[src/sv/bb3_pkg.sv]
// Shared constants, command/status types and divisor table for the 3x3 box blur.
package bb3_pkg;

    localparam int MAX_WIDTH_DEF = 1024;
    localparam int WIDTH_W       = 11;
    localparam int HEIGHT_W      = 13;
    localparam int ROW_W         = 12;
    localparam int HEIGHT_CAP    = 4096;
    localparam int WIDTH_RESET   = 640;
    localparam int HEIGHT_RESET  = 480;

    localparam int CFG_IDX_W     = 1;
    localparam int CFG_DATA_W    = 13;
    localparam logic [CFG_IDX_W-1:0] REG_IMAGE_WIDTH  = 1'b0;
    localparam logic [CFG_IDX_W-1:0] REG_IMAGE_HEIGHT = 1'b1;

    localparam int NUM_CH  = 3;
    localparam int CH_W    = 8;
    localparam int PIX_W   = NUM_CH * CH_W;
    localparam int SUM_W   = 12;
    localparam int CNT_W   = 4;
    localparam int FRAC_W  = 16;
    localparam int RECIP_W = FRAC_W + 1;
    localparam int PROD_W  = SUM_W + RECIP_W;

    typedef struct packed {
        logic       rd_en;
        logic       capture;
        logic       shift;
        logic       sum;
        logic       clr;
        logic       acc;
        logic       mul;
        logic       load_out;
        logic [2:0] col_mask;
        logic [2:0] row_mask;
        logic       frame_end;
        logic       run_end;
    } dp_cmd_t;

    typedef struct packed {
        logic out_free;
    } dp_status_t;

    // ceil(2^16 / n); exact floor division for sums up to 9 * 255
    function automatic logic [RECIP_W-1:0] recip(input logic [CNT_W-1:0] n);
        logic [RECIP_W-1:0] r;
        unique case (n)
            4'd1:    r = 17'd65536;
            4'd2:    r = 17'd32768;
            4'd3:    r = 17'd21846;
            4'd4:    r = 17'd16384;
            4'd6:    r = 17'd10923;
            4'd9:    r = 17'd7282;
            default: r = 17'd65536;
        endcase
        return r;
    endfunction

endpackage

[src/sv/bb3_stream_if.sv]
// Request and result channel interfaces of the 3x3 box blur.
interface bb3_in_if;
    logic                     valid;
    logic                     ready;
    logic                     req_type;
    logic [bb3_pkg::CH_W-1:0] in_red;
    logic [bb3_pkg::CH_W-1:0] in_green;
    logic [bb3_pkg::CH_W-1:0] in_blue;

    modport source (output valid, req_type, in_red, in_green, in_blue, input ready);
    modport sink (input valid, req_type, in_red, in_green, in_blue, output ready);
endinterface


[src/sv/bb3_ctrl.sv]
// Controller: frame position counters, drain tracking, config registers and sequencer.
module bb3_ctrl #(
    parameter int  MAX_WIDTH = bb3_pkg::MAX_WIDTH_DEF,
    localparam int AW        = (MAX_WIDTH > 1) ? $clog2(MAX_WIDTH) : 1
) (
    input  logic                           clk,
    input  logic                           rst_n,
    input  logic                           cfg_we,
    input  logic [bb3_pkg::CFG_IDX_W-1:0]  cfg_index,
    input  logic [bb3_pkg::CFG_DATA_W-1:0] cfg_data,
    bb3_in_if.sink                         pixels,
    input  bb3_pkg::dp_status_t            status,
    output bb3_pkg::dp_cmd_t               cmd,
    output logic [AW-1:0]                  rd_addr,
    output logic [AW-1:0]                  wr_addr
);

    localparam int WW = bb3_pkg::WIDTH_W;
    localparam int HW = bb3_pkg::HEIGHT_W;
    localparam int RW = bb3_pkg::ROW_W;

    typedef enum logic [2:0] {
        S_IDLE,
        S_SHIFT,
        S_SUM,
        S_MUL,
        S_OUT,
        S_DREAD,
        S_DACC
    } state_t;

    state_t        state_reg, state_next;
    logic [WW-1:0] w_reg, w_next;
    logic [HW-1:0] h_reg, h_next;
    logic [RW-1:0] row_reg, row_next;
    logic [AW-1:0] col_reg, col_next;
    logic [WW-1:0] drain_reg, drain_next;
    logic [AW-1:0] j_reg, j_next;
    logic [AW-1:0] hi_reg, hi_next;
    logic [2:0]    col_mask_reg, col_mask_next;
    logic [2:0]    col_mask2_reg, col_mask2_next;
    logic [2:0]    row_mask_reg, row_mask_next;
    logic          pend2_reg, pend2_next;
    logic          fend_reg, fend_next;
    logic          rend_reg, rend_next;

    logic [WW-1:0] w_eff;
    logic [HW-1:0] h_eff;
    logic [HW-1:0] c13;
    logic [HW-1:0] r13;
    logic [HW-1:0] w13;
    logic          accept;
    logic          row_end;
    logic          emit1;
    logic          emit2;
    logic [2:0]    mask_first;
    logic [2:0]    mask_second;
    logic [WW-1:0] k;
    logic [WW-1:0] lo;
    logic [WW-1:0] hi;

    always_comb
    begin
        if (w_reg == '0)
        begin
            w_eff = WW'(1);
        end
        else if (32'(w_reg) > MAX_WIDTH)
        begin
            w_eff = WW'(MAX_WIDTH);
        end
        else
        begin
            w_eff = w_reg;
        end

        if (h_reg == '0)
        begin
            h_eff = HW'(1);
        end
        else if (h_reg > HW'(bb3_pkg::HEIGHT_CAP))
        begin
            h_eff = HW'(bb3_pkg::HEIGHT_CAP);
        end
        else
        begin
            h_eff = h_reg;
        end
    end

    assign pixels.ready = (state_reg == S_IDLE);
    assign accept       = pixels.valid && pixels.ready;
    assign rd_addr      = (state_reg == S_DREAD) ? j_reg : col_reg;
    assign wr_addr      = col_reg;

    assign c13         = HW'(col_reg);
    assign r13         = HW'(row_reg);
    assign w13         = HW'(w_eff);
    assign row_end     = (c13 + HW'(1)) >= w13;
    assign emit1       = (row_reg != '0) && (col_reg != '0);
    assign emit2       = (row_reg != '0) && row_end;
    assign mask_first  = (c13 >= HW'(2)) ? 3'b111 : 3'b110;
    assign mask_second = (col_reg != '0) ? 3'b110 : 3'b100;

    // drain column k = w - pending, neighborhood k-1..k+1 clipped to the row
    assign k  = w_eff - drain_reg;
    assign lo = (k == '0) ? '0 : k - WW'(1);
    assign hi = ((HW'(k) + HW'(1)) < w13) ? k + WW'(1) : k;

    always_comb
    begin
        state_next     = state_reg;
        w_next         = w_reg;
        h_next         = h_reg;
        row_next       = row_reg;
        col_next       = col_reg;
        drain_next     = drain_reg;
        j_next         = j_reg;
        hi_next        = hi_reg;
        col_mask_next  = col_mask_reg;
        col_mask2_next = col_mask2_reg;
        row_mask_next  = row_mask_reg;
        pend2_next     = pend2_reg;
        fend_next      = fend_reg;
        rend_next      = rend_reg;

        cmd           = '0;
        cmd.col_mask  = col_mask_reg;
        cmd.row_mask  = row_mask_reg;
        cmd.frame_end = fend_reg;
        cmd.run_end   = rend_reg;

        unique case (state_reg)
            S_IDLE:
            begin
                cmd.rd_en = 1'b1;
                if (accept)
                begin
                    if (!pixels.req_type)
                    begin
                        // pixels are dropped while the final row drains
                        if (drain_reg == '0)
                        begin
                            cmd.capture = 1'b1;
                            state_next  = S_SHIFT;
                        end
                    end
                    else if (drain_reg == '0 || drain_reg > w_eff)
                    begin
                        drain_next = '0;
                    end
                    else
                    begin
                        cmd.clr       = 1'b1;
                        j_next        = AW'(lo);
                        hi_next       = AW'(hi);
                        row_mask_next = {1'b0, 1'b1, (h_eff >= HW'(2))};
                        fend_next     = (drain_reg == WW'(1));
                        rend_next     = 1'b1;
                        drain_next    = drain_reg - WW'(1);
                        state_next    = S_DREAD;
                    end
                end
            end

            S_SHIFT:
            begin
                cmd.shift     = 1'b1;
                row_mask_next = (r13 >= HW'(2)) ? 3'b111 : 3'b110;
                fend_next     = 1'b0;
                if (emit1)
                begin
                    col_mask_next  = mask_first;
                    col_mask2_next = mask_second;
                    rend_next      = !row_end;
                    pend2_next     = emit2;
                    state_next     = S_SUM;
                end
                else if (emit2)
                begin
                    col_mask_next = mask_second;
                    rend_next     = 1'b1;
                    pend2_next    = 1'b0;
                    state_next    = S_SUM;
                end
                else
                begin
                    state_next = S_IDLE;
                end

                if (row_end)
                begin
                    col_next = '0;
                    if ((r13 + HW'(1)) >= h_eff)
                    begin
                        row_next   = '0;
                        drain_next = w_eff;
                    end
                    else
                    begin
                        row_next = row_reg + RW'(1);
                    end
                end
                else
                begin
                    col_next = col_reg + AW'(1);
                end
            end

            S_SUM:
            begin
                cmd.sum    = 1'b1;
                state_next = S_MUL;
            end

            S_MUL:
            begin
                cmd.mul    = 1'b1;
                state_next = S_OUT;
            end

            S_OUT:
            begin
                if (status.out_free)
                begin
                    cmd.load_out = 1'b1;
                    if (pend2_reg)
                    begin
                        col_mask_next = col_mask2_reg;
                        rend_next     = 1'b1;
                        pend2_next    = 1'b0;
                        state_next    = S_SUM;
                    end
                    else
                    begin
                        state_next = S_IDLE;
                    end
                end
            end

            S_DREAD:
            begin
                cmd.rd_en  = 1'b1;
                state_next = S_DACC;
            end

            S_DACC:
            begin
                cmd.acc = 1'b1;
                if (j_reg == hi_reg)
                begin
                    state_next = S_MUL;
                end
                else
                begin
                    j_next     = j_reg + AW'(1);
                    state_next = S_DREAD;
                end
            end

            default:
            begin
                state_next = S_IDLE;
            end
        endcase

        // any register write restarts the frame
        if (cfg_we)
        begin
            unique case (cfg_index)
                bb3_pkg::REG_IMAGE_WIDTH:
                begin
                    w_next = cfg_data[WW-1:0];
                end
                bb3_pkg::REG_IMAGE_HEIGHT:
                begin
                    h_next = cfg_data[HW-1:0];
                end
                default:
                begin
                    h_next = h_reg;
                end
            endcase
            row_next   = '0;
            col_next   = '0;
            drain_next = '0;
        end
    end

    always_ff @(posedge clk or negedge rst_n)
    begin
        if (!rst_n)
        begin
            state_reg     <= S_IDLE;
            w_reg         <= WW'(bb3_pkg::WIDTH_RESET);
            h_reg         <= HW'(bb3_pkg::HEIGHT_RESET);
            row_reg       <= '0;
            col_reg       <= '0;
            drain_reg     <= '0;
            j_reg         <= '0;
            hi_reg        <= '0;
            col_mask_reg  <= '0;
            col_mask2_reg <= '0;
            row_mask_reg  <= '0;
            pend2_reg     <= 1'b0;
            fend_reg      <= 1'b0;
            rend_reg      <= 1'b0;
        end
        else
        begin
            state_reg     <= state_next;
            w_reg         <= w_next;
            h_reg         <= h_next;
            row_reg       <= row_next;
            col_reg       <= col_next;
            drain_reg     <= drain_next;
            j_reg         <= j_next;
            hi_reg        <= hi_next;
            col_mask_reg  <= col_mask_next;
            col_mask2_reg <= col_mask2_next;
            row_mask_reg  <= row_mask_next;
            pend2_reg     <= pend2_next;
            fend_reg      <= fend_next;
            rend_reg      <= rend_next;
        end
    end

    a_drain_in_row: assert property (@(posedge clk) disable iff (!rst_n)
        drain_reg <= w_eff)
        else $error("drain count beyond row width");

    a_col_in_row: assert property (@(posedge clk) disable iff (!rst_n)
        c13 < w13)
        else $error("column counter beyond row width");

    a_pixel_dropped: assert property (@(posedge clk) disable iff (!rst_n)
        accept && !pixels.req_type && drain_reg != '0 |=> state_reg == S_IDLE)
        else $error("pixel request processed during drain");

    a_drain_loop: assert property (@(posedge clk) disable iff (!rst_n)
        state_reg == S_DACC |=> state_reg == S_DREAD || state_reg == S_MUL)
        else $error("drain accumulation left its loop");

endmodule

[src/flat_wrapper.sv]
// flat-port wrapper written by rule: the top's interface ports become plain ports
module bb3_ctrl_flat 
#(
    parameter int  MAX_WIDTH = bb3_pkg::MAX_WIDTH_DEF,
    localparam int AW        = (MAX_WIDTH > 1) ? $clog2(MAX_WIDTH) : 1
)
  (clk, rst_n, cfg_we, cfg_index, cfg_data, status, cmd, rd_addr, wr_addr, pixels_valid, pixels_req_type, pixels_in_red, pixels_in_green, pixels_in_blue, pixels_ready);
  bb3_in_if pixels_i ();
  input  logic clk;
  input  logic rst_n;
  input  logic cfg_we;
  input  logic [bb3_pkg::CFG_IDX_W-1:0] cfg_index;
  input  logic [bb3_pkg::CFG_DATA_W-1:0] cfg_data;
  input  bb3_pkg::dp_status_t status;
  output bb3_pkg::dp_cmd_t cmd;
  output logic [AW-1:0] rd_addr;
  output logic [AW-1:0] wr_addr;
  input wire logic [$bits(pixels_i.valid)-1:0] pixels_valid;
  input wire logic [$bits(pixels_i.req_type)-1:0] pixels_req_type;
  input wire logic [$bits(pixels_i.in_red)-1:0] pixels_in_red;
  input wire logic [$bits(pixels_i.in_green)-1:0] pixels_in_green;
  input wire logic [$bits(pixels_i.in_blue)-1:0] pixels_in_blue;
  output wire logic [$bits(pixels_i.ready)-1:0] pixels_ready;
  assign pixels_i.valid = pixels_valid;
  assign pixels_i.req_type = pixels_req_type;
  assign pixels_i.in_red = pixels_in_red;
  assign pixels_i.in_green = pixels_in_green;
  assign pixels_i.in_blue = pixels_in_blue;
  assign pixels_ready = pixels_i.ready;
  bb3_ctrl #(.MAX_WIDTH(MAX_WIDTH)) u_core (.clk(clk), .rst_n(rst_n), .cfg_we(cfg_we), .cfg_index(cfg_index), .cfg_data(cfg_data), .pixels(pixels_i), .status(status), .cmd(cmd), .rd_addr(rd_addr), .wr_addr(wr_addr));
endmodule
[config.mk]
export PLATFORM = sky130hd
export DESIGN_NAME = bb3_ctrl_flat
export DESIGN_NICKNAME = d
export VERILOG_FILES = /design/src/sv/bb3_pkg.sv /design/src/sv/bb3_stream_if.sv /design/src/sv/bb3_ctrl.sv /design/src/flat_wrapper.sv
export SDC_FILE = /design/constraint.sdc
export NUM_CORES = 1
export LEC_CHECK = 0
export ABC_AREA = 1
export BUFFER_PORTS_ARGS = -buffer_cell sky130_fd_sc_hd__buf_2
export CAP_MARGIN = 20
export CORE_ASPECT_RATIO = 1.25
export CORE_MARGIN = 2
export CORE_UTILIZATION = 40
export CTS_BUF_LIST = sky130_fd_sc_hd__clkbuf_4
export CTS_CLUSTER_SIZE = 30
export DETAILED_ROUTE_END_ITERATION = 8
export SYNTH_ARGS = -nofsm -noshare
export SYNTH_HDL_FRONTEND = slang
export SYNTH_SLANG_ARGS = --single-unit
export TNS_END_PERCENT = 30
[constraint.sdc]
create_clock -name clk -period 6 [get_ports clk]
set_clock_uncertainty 0.15 [all_clocks]
set_input_delay 0.3 -clock clk [delete_from_list [all_inputs] [get_ports clk]]
set_output_delay 0.3 -clock clk [all_outputs]
set_load 0.01 [all_outputs]
==> results_dict.tcl <==
set metrics [dict create \
    hold_violations 0 \
    gr-usage-met1_pct 25.3 \
    n_fill_cell 1942 \
    maxCapViolCount 0 \
    grt_first_pass_wirelength_mm 31.8 \
    r2r-start "u_core.w_reg[9]$_DFFE_PN1P_" \
    cp.required_ns 6.22 \
    drt-total-wl_mm 19.5 \
    slowest_delay_ns 0.55 \
    slew_headroom_pct 31.8 \
    core-area_mm2 0.0180 \
    die_h_um 155 \
    p_sw_mw 1.96 \
    crit_top_cell "nand2_1" \
    worst_pin_slew_ns 1.02 \
    outcome "completed" \
    syn_area_mm2 0.00728 \
    final_common_cell "nand2_1" \
    syn_avg_cell_area_um2 6.90 \
    grt_max_degree 75 \
    clk_pin_slew_ns 0.18 \
    crit_path_start_kind "register" \
    crit_end "u_core.hi_reg[9]$_DFFE_PN0P_" \
    top_usage_layer "met2" \
    antenna_found_initial 2 \
    drtIter0Drc 359 \
    whs_ns 0.0356 \
    rsz0062_at_grt "false" \
    hold_class "primary input to asynchronous set/reset pin" \
    die_area_mm2 0.0193 \
    cts_resized 0 \
    io_pins 81 \
    synth_fa_ha_area_share_pct 10.1 \
    ctsRootBufferMaster "clkbuf_4" \
    routedWlPerCell_um 14.4 \
    fin_util_pct 44.9 \
    fmax_ghz 0.206 \
    final_cell_mix "297 x nand2_1, 155 x inv_1, 92 x nor2_1" \
    seq_power_share_pct 25.2 \
    vias 6776 \
    grt_overflow_total 0 \
    power_frac_comb_pct 64.7 \
    cts_tree "done" \
    postCtsSetupRepairBufs 0 \
    switching_share_pct 53.4 \
    cts_sinks 91 \
    remaining_drc_errors 0 \
    setup_viol 0 \
    place_inst 1322 \
    ys_ff_latch 91 \
    fin_crit_ns 4.85 \
    synth_cells 1054 \
    initial_core_util_pct 40.5 \
    routed_via_density 5.01 \
    grt_use_met2_pct 36.8 \
    slew_violations 0 \
    synth_simple_gate_area_share_pct 32.8 \
    crit_path_end_kind "register" \
    p_int_mw 1.71 \
    nNetsFinal 1221 \
    clock_latency_ns 0.48 \
    crit_type "register to register" \
    htree_levels 3 \
    numPortBuffers 56 \
    r2r_slack_ns 1.15 \
    use_met3_pct 2.39 \
    synth_compound_area_share_pct 11.0 \
    pwr-share-clk_pct 10.0 \
    synth_fp_nets 1156 \
    synth_top_family_by_area "simple AND/OR/NAND/NOR gates" \
    fin_setup_tns_ns 0 \
    total_power_mw 3.67 \
    synthMuxAreaShare_pct 0.155 \
    period_share_pct 80.8 \
    first_pass_iters 6 \
    rows 55 \
    synthXorXnorAreaFrac_pct 4.82 \
    cts_buffers 9 \
    reg2regPathDepth 31 \
    layout.area.seq_mm2 0.00228 \
    place_congestion 0.893 \
    grt.total_usage_pct 20.4 \
    power_density_mw_per_mm2 456 \
    clock_path_buffers 2 \
    grt_pass1_vias 6459 \
    multi_input_area_mm2 0.00429 \
    peakVddDrop_v 0.000150 \
    ant_nets 0 \
    crit_fanout 11 \
    synthDistinctLibCells 43 \
    layoutNonFillerInstCount 1353 \
    critPathArrivalTime_ns 5.07 \
    ys_seq_area_share_pct 31.4 \
    yosysWarnings 0 \
    die_w_um 125 \
    syn2layout_area_growth_pct 10.8 \
    p_leak_nw 4.36 \
    hold_buffers 14 \
    largest_register_ffs 13 \
    drive_gt1_share_pct 10.2 \
    startpoint "u_core.w_reg[9]$_DFFE_PN1P_" \
    hpwl_mm 15.6 \
    r2r-end "u_core.hi_reg[9]$_DFFE_PN0P_" \
    cp_slowest_cell "dfstp_2" \
]
synth_stat cells:
cell type	number	area, um2
a211oi_1	1	7.51
a21boi_0	3	22.5
a21o_1	4	30.0
a21oi_1	36	180
a221oi_1	1	8.76
a31oi_1	2	12.5
buf_2	5	25.0
buf_4	5	37.5
clkbuf_1	8	30.0
clkbuf_8	1	13.8
dfrtp_1	85	2130
dfstp_2	6	158
dlygate4sd1_1	1	8.76
fa_1	1	20.0
ha_1	57	713
inv_1	155	582
inv_2	5	18.8
mux2_2	1	11.3
nand2_1	297	1110
nand2_2	3	18.8
nand2_4	5	56.3
nand3_1	74	370
nand3_2	2	20.0
nand3_4	1	17.5
nand3b_1	7	52.6
nand4_1	20	125
nand4_4	1	21.3
nor2_1	92	345
nor2_2	1	6.26
nor2_4	3	33.8
nor3_1	17	85.1
nor3_4	1	16.3
nor4_1	9	56.3
o2111ai_1	2	17.5
o211ai_2	1	12.5
o21ai_0	69	345
o21ai_1	1	5.00
o221ai_1	1	8.76
o22ai_1	22	138
o41ai_1	1	8.76
or2_2	7	43.8
xnor2_1	7	61.3
xor2_1	33	289
metrics by stage:
stage	worst slack, ns	cell area, um2
after floorplan	1.55	7280
after global placement	1.27	7770
after detailed placement	1.21	7770
after CTS	1.18	8060
after global routing	0.642	8060
final	1.15	8060
power by group through the flow:
stage | Sequential, mW | Combinational [mW] | Clock (mW)
after floorplan | 0.900 | 1.79 | 0
after global placement | 0.936 | 2.34 | 0
after detailed placement | 0.938 | 2.37 | 0
after CTS | 0.926 | 2.39 | 0.384
after global routing | 0.946 | 2.72 | 0.407
final | 0.926 | 2.38 | 0.369
per-layer routing:
metal | share of wire, % | wire length (um)
met1 | 44 | 8650
met2 | 51 | 9910
met3 | 2.8 | 544
met4 | 2.2 | 423
met5 | 0.061 | 12
how the worst min path moves through the flow:
stage                     start                             endpoint  cells past startpoint
after floorplan           rst_n  u_core.col_mask2_reg[1]$_DFFE_PN0P_                      0
after global placement    rst_n          u_core.j_reg[8]$_DFFE_PN0P_                      1
after detailed placement  rst_n          u_core.j_reg[8]$_DFFE_PN0P_                      1
after CTS                 rst_n          u_core.j_reg[8]$_DFFE_PN0P_                      2
after global routing      rst_n          u_core.j_reg[8]$_DFFE_PN0P_                      2
final                     rst_n          u_core.j_reg[8]$_DFFE_PN0P_                      2
worst max-delay path, delay by kind of cell (launching register included):
family / cells / cell delay (ns)
buffers and inverters: 6 / 0.78
DFF: 1 / 0.55
and+or+nand+nor: 20 / 2.00
AOI/OAI and AO/OA: 2 / 0.36
adders and majority gates: 3 / 0.91
cell families (layout without fill, tap and decap cells):
group	count (synthesis)	after routing
adders and majority gates	58	58
muxes	1	1
xor gates and xnor gates	40	40
other	0	1
DFF	91	91
and+or+nand+nor	540	540
buffers and inverters	180	250
AOI/OAI and AO/OA	144	144
final cells by class:
type,instances,share of cell area [%]
Clock buffer,10,0.931
Multi-Input combinational cell,783,53.2
Timing Repair Buffer,74,5.62
Inverter,160,7.45
Clock inverter,6,0.916
Tap cell,228,3.54
Sequential cell,91,28.3
Antenna cell,1,0.0310
Power figures use the tool's default switching activity.
